==> src/rtl/mbsp_pkg.sv <==
// Shared types, byte-class constants and decode helpers for the MIDI byte stream parser.
// No dependencies.
package mbsp_pkg;

    localparam int unsigned BYTE_W = 8;
    localparam int unsigned DATA_W = 7;

    localparam logic [BYTE_W-1:0] STATUS_BIT     = 8'h80;
    localparam logic [BYTE_W-1:0] SYSTEM_BASE    = 8'hF0;
    localparam logic [BYTE_W-1:0] REALTIME_BASE  = 8'hF8;
    localparam logic [3:0]        TYPE_PROGRAM   = 4'hC;
    localparam logic [3:0]        TYPE_CHAN_PRES = 4'hD;
    localparam logic [BYTE_W-1:0] NO_STATUS      = 8'h00;

    // Result item, status in the low bits.
    typedef struct packed {
        logic [DATA_W-1:0] data_second;
        logic [DATA_W-1:0] data_first;
        logic [BYTE_W-1:0] status;
    } t_msg;

    localparam int unsigned MSG_W   = $bits(t_msg);
    localparam int unsigned TDATA_W = ((MSG_W + 7) / 8) * 8;

    // Program change and channel pressure carry a single data byte.
    function automatic logic f_is_short(input logic [BYTE_W-1:0] status);
        logic [3:0] kind;
        kind = status[BYTE_W-1 -: 4];
        return (kind == TYPE_PROGRAM) || (kind == TYPE_CHAN_PRES);
    endfunction

endpackage

==> src/rtl/midi_byte_stream_parser_unit.sv <==
// MIDI byte stream parser: input register, running-status decode, result register.
// Depends on mbsp_pkg.
//
// Takes one serial MIDI byte per item and sends out assembled channel voice messages,
// and real-time bytes (F8-FF) at once as one-byte messages. The unit accepts a byte in
// every clock cycle while the result side does not stall; a result is valid once its last
// byte has passed through the input register and its decode is loaded into the result
// register. That rate comes from the decode being a single pass of a few compares
// against the running status. Stalls on the result side back up into the input
// register and then into s_axis_tready. System common/exclusive bytes cancel running
// status; data bytes without a running status are dropped. Unused data fields read 0.
module midi_byte_stream_parser_unit (
    input  logic                          i_clk,
    input  logic                          i_rst_n,
    input  logic                          s_axis_tvalid,
    output logic                          s_axis_tready,
    input  logic [mbsp_pkg::BYTE_W-1:0]   s_axis_tdata,   // [7:0] rx_byte
    output logic                          m_axis_tvalid,
    input  logic                          m_axis_tready,
    output logic [mbsp_pkg::TDATA_W-1:0]  m_axis_tdata    // [7:0] msg_status,
                                                          // [14:8] msg_data_first,
                                                          // [21:15] msg_data_second
);
    import mbsp_pkg::*;

    // input register
    logic              r_in_vld;
    logic [BYTE_W-1:0] r_in_byte;

    // parse state
    logic [BYTE_W-1:0] r_run_status, n_run_status;
    logic              r_have_first, n_have_first;
    logic [DATA_W-1:0] r_held_first, n_held_first;

    // result register
    logic              r_out_vld;
    t_msg              r_out_msg;

    logic              go;
    logic              emit;
    t_msg              n_msg;

    assign go            = r_in_vld && (!r_out_vld || m_axis_tready);
    assign s_axis_tready = !r_in_vld || go;

    always_comb begin
        n_run_status = r_run_status;
        n_have_first = r_have_first;
        n_held_first = r_held_first;
        emit         = 1'b0;
        n_msg        = '{data_second: '0, data_first: '0, status: r_run_status};

        if ((r_in_byte & STATUS_BIT) != '0) begin
            if (r_in_byte >= REALTIME_BASE) begin
                emit         = 1'b1;
                n_msg.status = r_in_byte;
            end else begin
                n_run_status = (r_in_byte >= SYSTEM_BASE) ? NO_STATUS : r_in_byte;
                n_have_first = 1'b0;
                n_held_first = '0;
            end
        end else if (r_run_status != NO_STATUS) begin
            if (f_is_short(r_run_status)) begin
                emit             = 1'b1;
                n_have_first     = 1'b0;
                n_msg.data_first = r_in_byte[DATA_W-1:0];
            end else if (!r_have_first) begin
                n_have_first = 1'b1;
                n_held_first = r_in_byte[DATA_W-1:0];
            end else begin
                emit              = 1'b1;
                n_have_first      = 1'b0;
                n_msg.data_first  = r_held_first;
                n_msg.data_second = r_in_byte[DATA_W-1:0];
            end
        end
    end

    always_ff @(posedge i_clk) begin
        if (!i_rst_n) begin
            r_in_vld     <= 1'b0;
            r_out_vld    <= 1'b0;
            r_run_status <= NO_STATUS;
            r_have_first <= 1'b0;
            r_held_first <= '0;
        end else begin
            if (s_axis_tready) begin
                r_in_vld <= s_axis_tvalid;
            end
            if (go) begin
                r_out_vld    <= emit;
                r_run_status <= n_run_status;
                r_have_first <= n_have_first;
                r_held_first <= n_held_first;
            end else if (m_axis_tready) begin
                r_out_vld <= 1'b0;
            end
        end
    end

    always_ff @(posedge i_clk) begin
        if (s_axis_tready && s_axis_tvalid) begin
            r_in_byte <= s_axis_tdata;
        end
        if (go && emit) begin
            r_out_msg <= n_msg;
        end
    end

    assign m_axis_tvalid = r_out_vld;
    assign m_axis_tdata  = {{(TDATA_W-MSG_W){1'b0}}, r_out_msg};

endmodule
==> config.mk <==
export PLATFORM = sky130hd
export DESIGN_NAME = midi_byte_stream_parser_unit
export DESIGN_NICKNAME = d
export VERILOG_FILES = /design/src/rtl/mbsp_pkg.sv /design/src/rtl/midi_byte_stream_parser_unit.sv
export SDC_FILE = /design/constraint.sdc
export NUM_CORES = 1
export LEC_CHECK = 0
export ABC_AREA = 1
export CAP_MARGIN = 40
export CORE_MARGIN = 2
export CORE_UTILIZATION = 45
export DETAILED_ROUTE_END_ITERATION = 8
export DONT_BUFFER_PORTS = 1
export GPL_TIMING_DRIVEN = 0
export HOLD_SLACK_MARGIN = 0.12
export PLACE_DENSITY = 0.73
export SLEW_MARGIN = 20
export SYNTH_ARGS = -nofsm -noshare
export SYNTH_HDL_FRONTEND = slang
export SYNTH_SLANG_ARGS = --single-unit
==> constraint.sdc <==
create_clock -name i_clk -period 1.75 [get_ports i_clk]
set_input_delay 0.175 -clock i_clk [delete_from_list [all_inputs] [get_ports i_clk]]
set_output_delay 0.175 -clock i_clk [all_outputs]
set_load 0.05 [all_outputs]
==> results of run 1 <==
==> timing repair <==
item | 4_1_cts | 5_1_grt
hold endpoints to repair | 16 | 0
gates resized for setup | 2 | 0
hold buffers | 10 | 0
setup endpoints to repair | 31 | 0
==> state kept, by name, indices dropped and copies added, names as in the netlist <==
name and cells:
m_axis_tdata 22, m_axis_tvalid 1, r_have_first 1, r_held_first 7, r_in_byte 8, r_in_vld 1, r_run_status 8
==> routing by layer <==
metal,vias up,wire [um]
met1,640,1704
li1,698,-
met2,45,1885
met5,-,0
met3,6,174
met4,0,79
==> area by class of cell <==
type                    instances  area (um2)
clock inverters                 1       5.005
clock buffers                   7       76.32
repair buffers                 10       100.1
plain buffers                   9       65.06
inverters                      27       101.3
well taps                      52       65.06
fillers                       410        2037
multi-input cells             115       611.8
flip-flops and latches         48        1262
==> Yosys cell counts <==
cell / instances / area, um2
inv_1: 25 / 93.84
o21ai_2: 4 / 35.03
o21a_1: 1 / 7.510
nor2_1: 21 / 78.83
buf_2: 2 / 10.01
a21oi_2: 1 / 8.760
dfxtp_1: 18 / 360.4
nand3_1: 3 / 15.01
nand4_1: 16 / 100.1
clkinv_1: 1 / 3.750
clkbuf_1: 2 / 7.510
buf_6: 2 / 22.52
a21oi_1: 16 / 80.08
nand3_2: 1 / 10.01
nand2_1: 33 / 123.9
nor2_2: 4 / 25.02
nand2_4: 3 / 33.78
edfxtp_1: 30 / 900.9
nand2_2: 1 / 6.260
o22ai_1: 7 / 43.79
inv_2: 1 / 3.750
nand3_4: 1 / 17.52
conb_1: 1 / 3.750
buf_4: 3 / 22.52
==> critical path, cell delays in order, from the launching register on <==
cell and delay (ps):
dfxtp_2 410, inv_1 80, nor2_1 70, nor2_1 120, buf_4 230, nand2_4 90, nor2_4 290
==> stage by stage <==
step           instances  setup TNS, ps  utilization (%)  worst slack, ps
2_1_floorplan        198              0                -            103.7
3_3_place_gp         250          -2561            48.38           -114.0
3_5_place_dp         250          -3094            48.38           -137.4
4_1_cts              269              0            52.89            109.1
5_1_grt              269              0            52.89            1.935
6_report             269              0            52.89            120.5
==> logic make-up after synthesis <==
kind of cell / share of synthesized area [%]
simple gates: 20.37
buf+inv: 8.136
compound gates: 8.696
flops: 62.61
other cells: 0.1862
==> power groups by stage <==
stage / registers, mW / clock network (mW) / logic [mW]
after floorplan: 1.30 / 0 / 0.139
after global placement: 1.30 / 0 / 0.165
after detailed placement: 1.30 / 0 / 0.169
after CTS: 1.28 / 0.649 / 0.190
after global routing: 1.28 / 0.685 / 0.214
final: 1.28 / 0.630 / 0.191
==> worst max-delay path by stage <==
stage	from	end	slack (ps)
6_report	m_axis_tvalid$_SDFFE_PN0P_	m_axis_tdata[19]$_SDFFCE_PP0P_	120
5_1_grt	m_axis_tvalid$_SDFFE_PN0P_	r_in_byte[2]$_DFFE_PP_	2
4_1_cts	m_axis_tvalid$_SDFFE_PN0P_	m_axis_tdata[3]$_DFFE_PP_	110
3_5_place_dp	m_axis_tvalid$_SDFFE_PN0P_	m_axis_tdata[3]$_DFFE_PP_	-140
3_3_place_gp	m_axis_tvalid$_SDFFE_PN0P_	m_axis_tdata[3]$_DFFE_PP_	-110
2_1_floorplan	m_axis_tvalid$_SDFFE_PN0P_	m_axis_tdata[0]$_DFFE_PP_	100
==> run summary, run 1 <==
Nets: 228
VDD IR max: 0.4068 mV
CTS tree: built
Hold Path Origin: m_axis_tready
Commonest non-fill, non-tap cell in the layout: nand2_1
Max Clock Freq: 613.7 MHz
Post-CTS Setup Bufs: 0
Min cycle time layout: 1629 ps
Pwr Total: 2.098 mW
Clock power frac: 30.0%
Final Instance Area: 2287 um2
CP Data Required Time: 1720 ps
Seq cells post-synth: 48
Placer Congestion: 0.7862
Clock root cell: clkbuf_8
Post-Syn Instances: 197
Initial antenna violation count: 0
RSZ-0062 raised after global routing: false
Net switching power: 0.5203 mW
Final HPWL DP: 2619 um
Slew @ Worst Pin: 551.9 ps
Initial DRC count: 96
Register area share after synthesis: 62.61%
WL final: 3843 um
R2R Setup Slk: 120 ps
Global route overflow: 0
IO Pins: 38
Type of the worst setup path: reg -> reg
Input/output buffers: 0
Worst-path fanout max: 11
Overall Global Routing Usage: 16.90%
Syn Area/Cell: 10.23 um2
Worst-Skew Late Latency: 300 ps
P&R area growth vs syn: 13.54%
Fin crit share: 93.11%
Combinational fraction of design power: 9.1%
Number of H-tree levels: 2
Full die area: 5028 um2
Pin count of the biggest net entering global routing: 15
Most frequent cells in the layout: nand2_1 (32), edfxtp_1 (30), inv_1 (25)
Die span in x: 70.91 um
DR vias/cell: 5.164
Layout cells sized above 1: 14.75%
Core ar.: 4324 um2
Mapped cell area: 2014 um2
Synth warnings: 0
Critical path endpoint category: register
Hold worst-path end: m_axis_tvalid$_SDFFE_PN0P_
Hold Path Cell Cnt: 2
Sequential group share of total power: 60.9%
Drt wl/cell: 14.29 um
RR Startpoint: m_axis_tvalid$_SDFFE_PN0P_
Routing usage on met2: 28.87%
Worst Setup Start Kind: register
Max-slew violations: 0
Max-cap violation count: 0
Global-route wire length before repair: 6603 um
Yosys cell types: 24
PD cells: 917.1 nW/um2
Diodes inserted: 0
CTS sink count: 48
Post-DP Area: 2092 um2
Initial Utilization: 46.59%
Reg clk slew, reported paths: 80 ps
Die Height: 70.91 um
Max Clock Skew: 8.056 ps
Total CTS buffers: 5
Hold WC Path Type: in -> reg
Worst hold margin: 154.6 ps
Hold Vio Cnt, Final: 0
Vias: 1389
R2R Path End: m_axis_tdata[19]$_SDFFCE_PP0P_
Reg2reg path depth: 6
Rows: 24
Sw Share: 24.81%
Rel. slew slack: 63.20%
Post-DRT Antenna Nets: 0
Final setup fails: 0
GRT met3 Usage: 3.846%
Vias in the first global route: 1416
M1 GR Usage: 20.69%
Outcome: finished, final reports clean
Residual DRC: 0
First-pass DRT Iterations: 4
Busiest metal layer after global routing: met2
Deepest clock path buffer count: 2
Worst path arrival time: 1600 ps
Internal power: 1.577 mW
Leak: 0.8534 nW
Note: power is estimated with default switching activity, not from simulation.
==> run 2, diff against run 1 <==
PLACE_DENSITY = 0.71   (was 0.73)
clock period = 1.8 ns   (was 1.75 ns; I/O delays follow)
==> run summary, run 2 (synthesized netlist as in run 1, its figures left out) <==
P&R area growth vs syn: 15.34%
Initial DRC count: 96 (unchanged)
Internal power: 1.530 mW (-3.0%)
WP depth: 8 (+2)
Type of the worst setup path: reg -> reg
Max-cap violation count: 0 (unchanged)
Leak: 0.8676 nW (+1.7%)
Initial antenna violation count: 0 (unchanged)
Sequential group share of total power: 61.3% (+0.4 points)
Input/output buffers: 0 (unchanged)
Layout cells sized above 1: 15.07% (+0.32 points)
Fin crit share: 92.00% (-1.1 points)
Global route overflow: 0 (unchanged)
Combinational fraction of design power: 9.4% (+0.3 points)
Nets: 230 (+0.88%)
Most frequent cells in the layout: nand2_1 (32), edfxtp_1 (30), inv_1 (25)
Min cycle time layout: 1656 ps (+26.56 ps)
Rel. slew slack: 64.32% (+1.1 points)
Worst-Skew Late Latency: 290 ps (about the same)
Hold Path Origin: m_axis_tready
Critical path endpoint category: register
R2R Path End: m_axis_tvalid$_SDFFE_PN0P_
Initial Utilization: 46.59% (unchanged)
Max Clock Skew: 7.881 ps (-0.1751 ps)
Max incr delay on CP: 490 ps (+80 ps)
RR Startpoint: m_axis_tvalid$_SDFFE_PN0P_
FILL cells: 392 (-4.4%)
VDD IR max: 0.5049 mV (+24%)
Vias in the first global route: 1241 (-12%)
Worst Setup Start Kind: register
Pin count of the biggest net entering global routing: 15 (unchanged)
Hold Path Cell Cnt: 2 (unchanged)
IO Pins: 38 (unchanged)
Hold Vio Cnt, Final: 0 (unchanged)
DP Worst Slack: -260.2 ps (-122.8 ps)
Top cell by count, worst path: nor2_1
Worst-path fanout max: 11 (unchanged)
Vias: 1384 (-0.36%)
Clock root cell: clkbuf_8
Reg2reg path depth: 8 (+2)
Slowest CP cell: dfxtp_2
Diodes inserted: 0 (unchanged)
Post-Route Setup TNS: 0 ps (unchanged)
Final HPWL DP: 2468 um (-5.8%)
PD cells: 870.9 nW/um2 (-5.0%)
Hold WC Path Type: in -> reg
RSZ-0062 raised after global routing: false
Largest register FFs: 22 (unchanged)
R2R Setup Slk: 140 ps (+20 ps)
Commonest non-fill, non-tap cell in the layout: nand2_1
Overall Global Routing Usage: 14.95% (-1.9 points)
Hold worst-path end: m_axis_tvalid$_SDFFE_PN0P_
WL final: 3709 um (-3.5%)
Fin worst setup slack: 144.0 ps (+23.44 ps)
Clock power frac: 29.3% (-0.7 points)
Drt wl/cell: 13.69 um (-4.2%)
Reg clk slew, reported paths: 80 ps (about the same)
Outcome: finished, final reports clean
Util after Layout: 53.73% (+0.84 points)
CP bufs+invs: 3 (+1)
Residual DRC: 0 (unchanged)
Worst path arrival time: 1840 ps (+240 ps)
Die Height: 70.91 um (unchanged)
Post-DRT Antenna Nets: 0 (unchanged)
Die span in x: 70.91 um (unchanged)
Max Clock Freq: 603.8 MHz (-1.6%)
Number of H-tree levels: 2 (unchanged)
Family with the most delay on the worst path: flip-flops
First-pass DRT Iterations: 4 (unchanged)
Core ar.: 4324 um2 (unchanged)
Net switching power: 0.4935 mW (-5.2%)
DR vias/cell: 5.107 (-1.1%)
Worst hold margin: 151.3 ps (-3.340 ps)
Final setup fails: 0 (unchanged)
Full die area: 5028 um2 (unchanged)
Sw Share: 24.39% (-0.42 points)
Deepest clock path buffer count: 2 (unchanged)
Max-slew violations: 0 (unchanged)
Pwr Total: 2.024 mW (-3.5%)
CTS tree: built
CP Data Required Time: 1990 ps (+270 ps)
Global-route wire length before repair: 5802 um (-12%)
Slew @ Worst Pin: 535.2 ps (-16.72 ps)
Placer Congestion: 0.8011 (+1.9%)
CTS sink count: 48 (unchanged)
Total CTS buffers: 5 (unchanged)
Rows: 24 (unchanged)
Crit-path cells: inv_1 > nor2_1 > nor2_1 > buf_2 > nand2_4 > nor2_4 > buf_12 > o21a_1
-- run 2: changes by cell type in the layout (fill, tap and decap cells not counted), sizes merged --
cell    previous run  this run
clkbuf             9         8
buf                7         9
clkinv             2         3
-- run 2: stage by stage --
stage	cells	area, um2
floorplan	198	2023
global placement	250	2088
detailed placement	250	2088
CTS	269	2281
global route	271	2323
finish	271	2323
-- run 2: area by class of cell --
class / count / area, um2 / share of cell area, %
Buffer: 9 / 62.56 / 2.693
Clock buffer: 6 / 72.57 / 3.123
Clock inverter: 2 / 7.507 / 0.3231
Inverter: 27 / 101.3 / 4.362
Multi-Input combinational cell: 115 / 611.8 / 26.33
Sequential cell: 48 / 1262 / 54.33
Tap cell: 52 / 65.06 / 2.800
Timing Repair Buffer: 12 / 140.1 / 6.031
-- run 2: worst register-to-register path: cells and delay by family, from the launching register on --
| kind | cells | cell delay, ps |
|---|---|---|
| and+or+nand+nor | 4 | 480 |
| buffers and inverters | 3 | 430 |
| AOI/OAI and AO/OA | 1 | 160 |
| DFF | 1 | 490 |
-- run 2: timing repair --
action,4_1_cts,5_1_grt
resized for setup,2,1
buffers inserted,0,2
gates cloned,1,0
hold endpoints to repair,13,0
endpoints found under the setup margin,31,30
hold buffers,10,0
pin swaps,1,2
-- run 2: power groups by stage --
| stage | sequential (mW) | clock, mW | combinational, mW |
|---|---|---|---|
| 2_1_floorplan | 1.26 | 0 | 0.134 |
| 3_3_place_gp | 1.27 | 0 | 0.159 |
| 3_5_place_dp | 1.27 | 0 | 0.161 |
| 4_1_cts | 1.24 | 0.597 | 0.183 |
| 5_1_grt | 1.24 | 0.638 | 0.209 |
| 6_report | 1.24 | 0.592 | 0.190 |
-- run 2: worst max path at each step --
stage,from,to,slack [ps]
after detailed placement,m_axis_tvalid$_SDFFE_PN0P_,m_axis_tdata[6]$_DFFE_PP_,-260
after floorplan,m_axis_tvalid$_SDFFE_PN0P_,m_axis_tdata[0]$_DFFE_PP_,20
after global routing,m_axis_tvalid$_SDFFE_PN0P_,m_axis_tvalid$_SDFFE_PN0P_,70
after CTS,m_axis_tvalid$_SDFFE_PN0P_,m_axis_tdata[19]$_SDFFCE_PP0P_,7
after global placement,m_axis_tvalid$_SDFFE_PN0P_,m_axis_tdata[6]$_DFFE_PP_,-230
final,m_axis_tvalid$_SDFFE_PN0P_,m_axis_tvalid$_SDFFE_PN0P_,140
-- run 2: metal layers --
metal / share of wire, % / track usage, % / vias up
met4: 0.22 / 3.774 / 0
li1: - / - / 701
met1: 47 / 20.02 / 640
met5: 0 / 0 / -
met3: 3.6 / 3.989 / 2
met2: 49 / 24.40 / 41
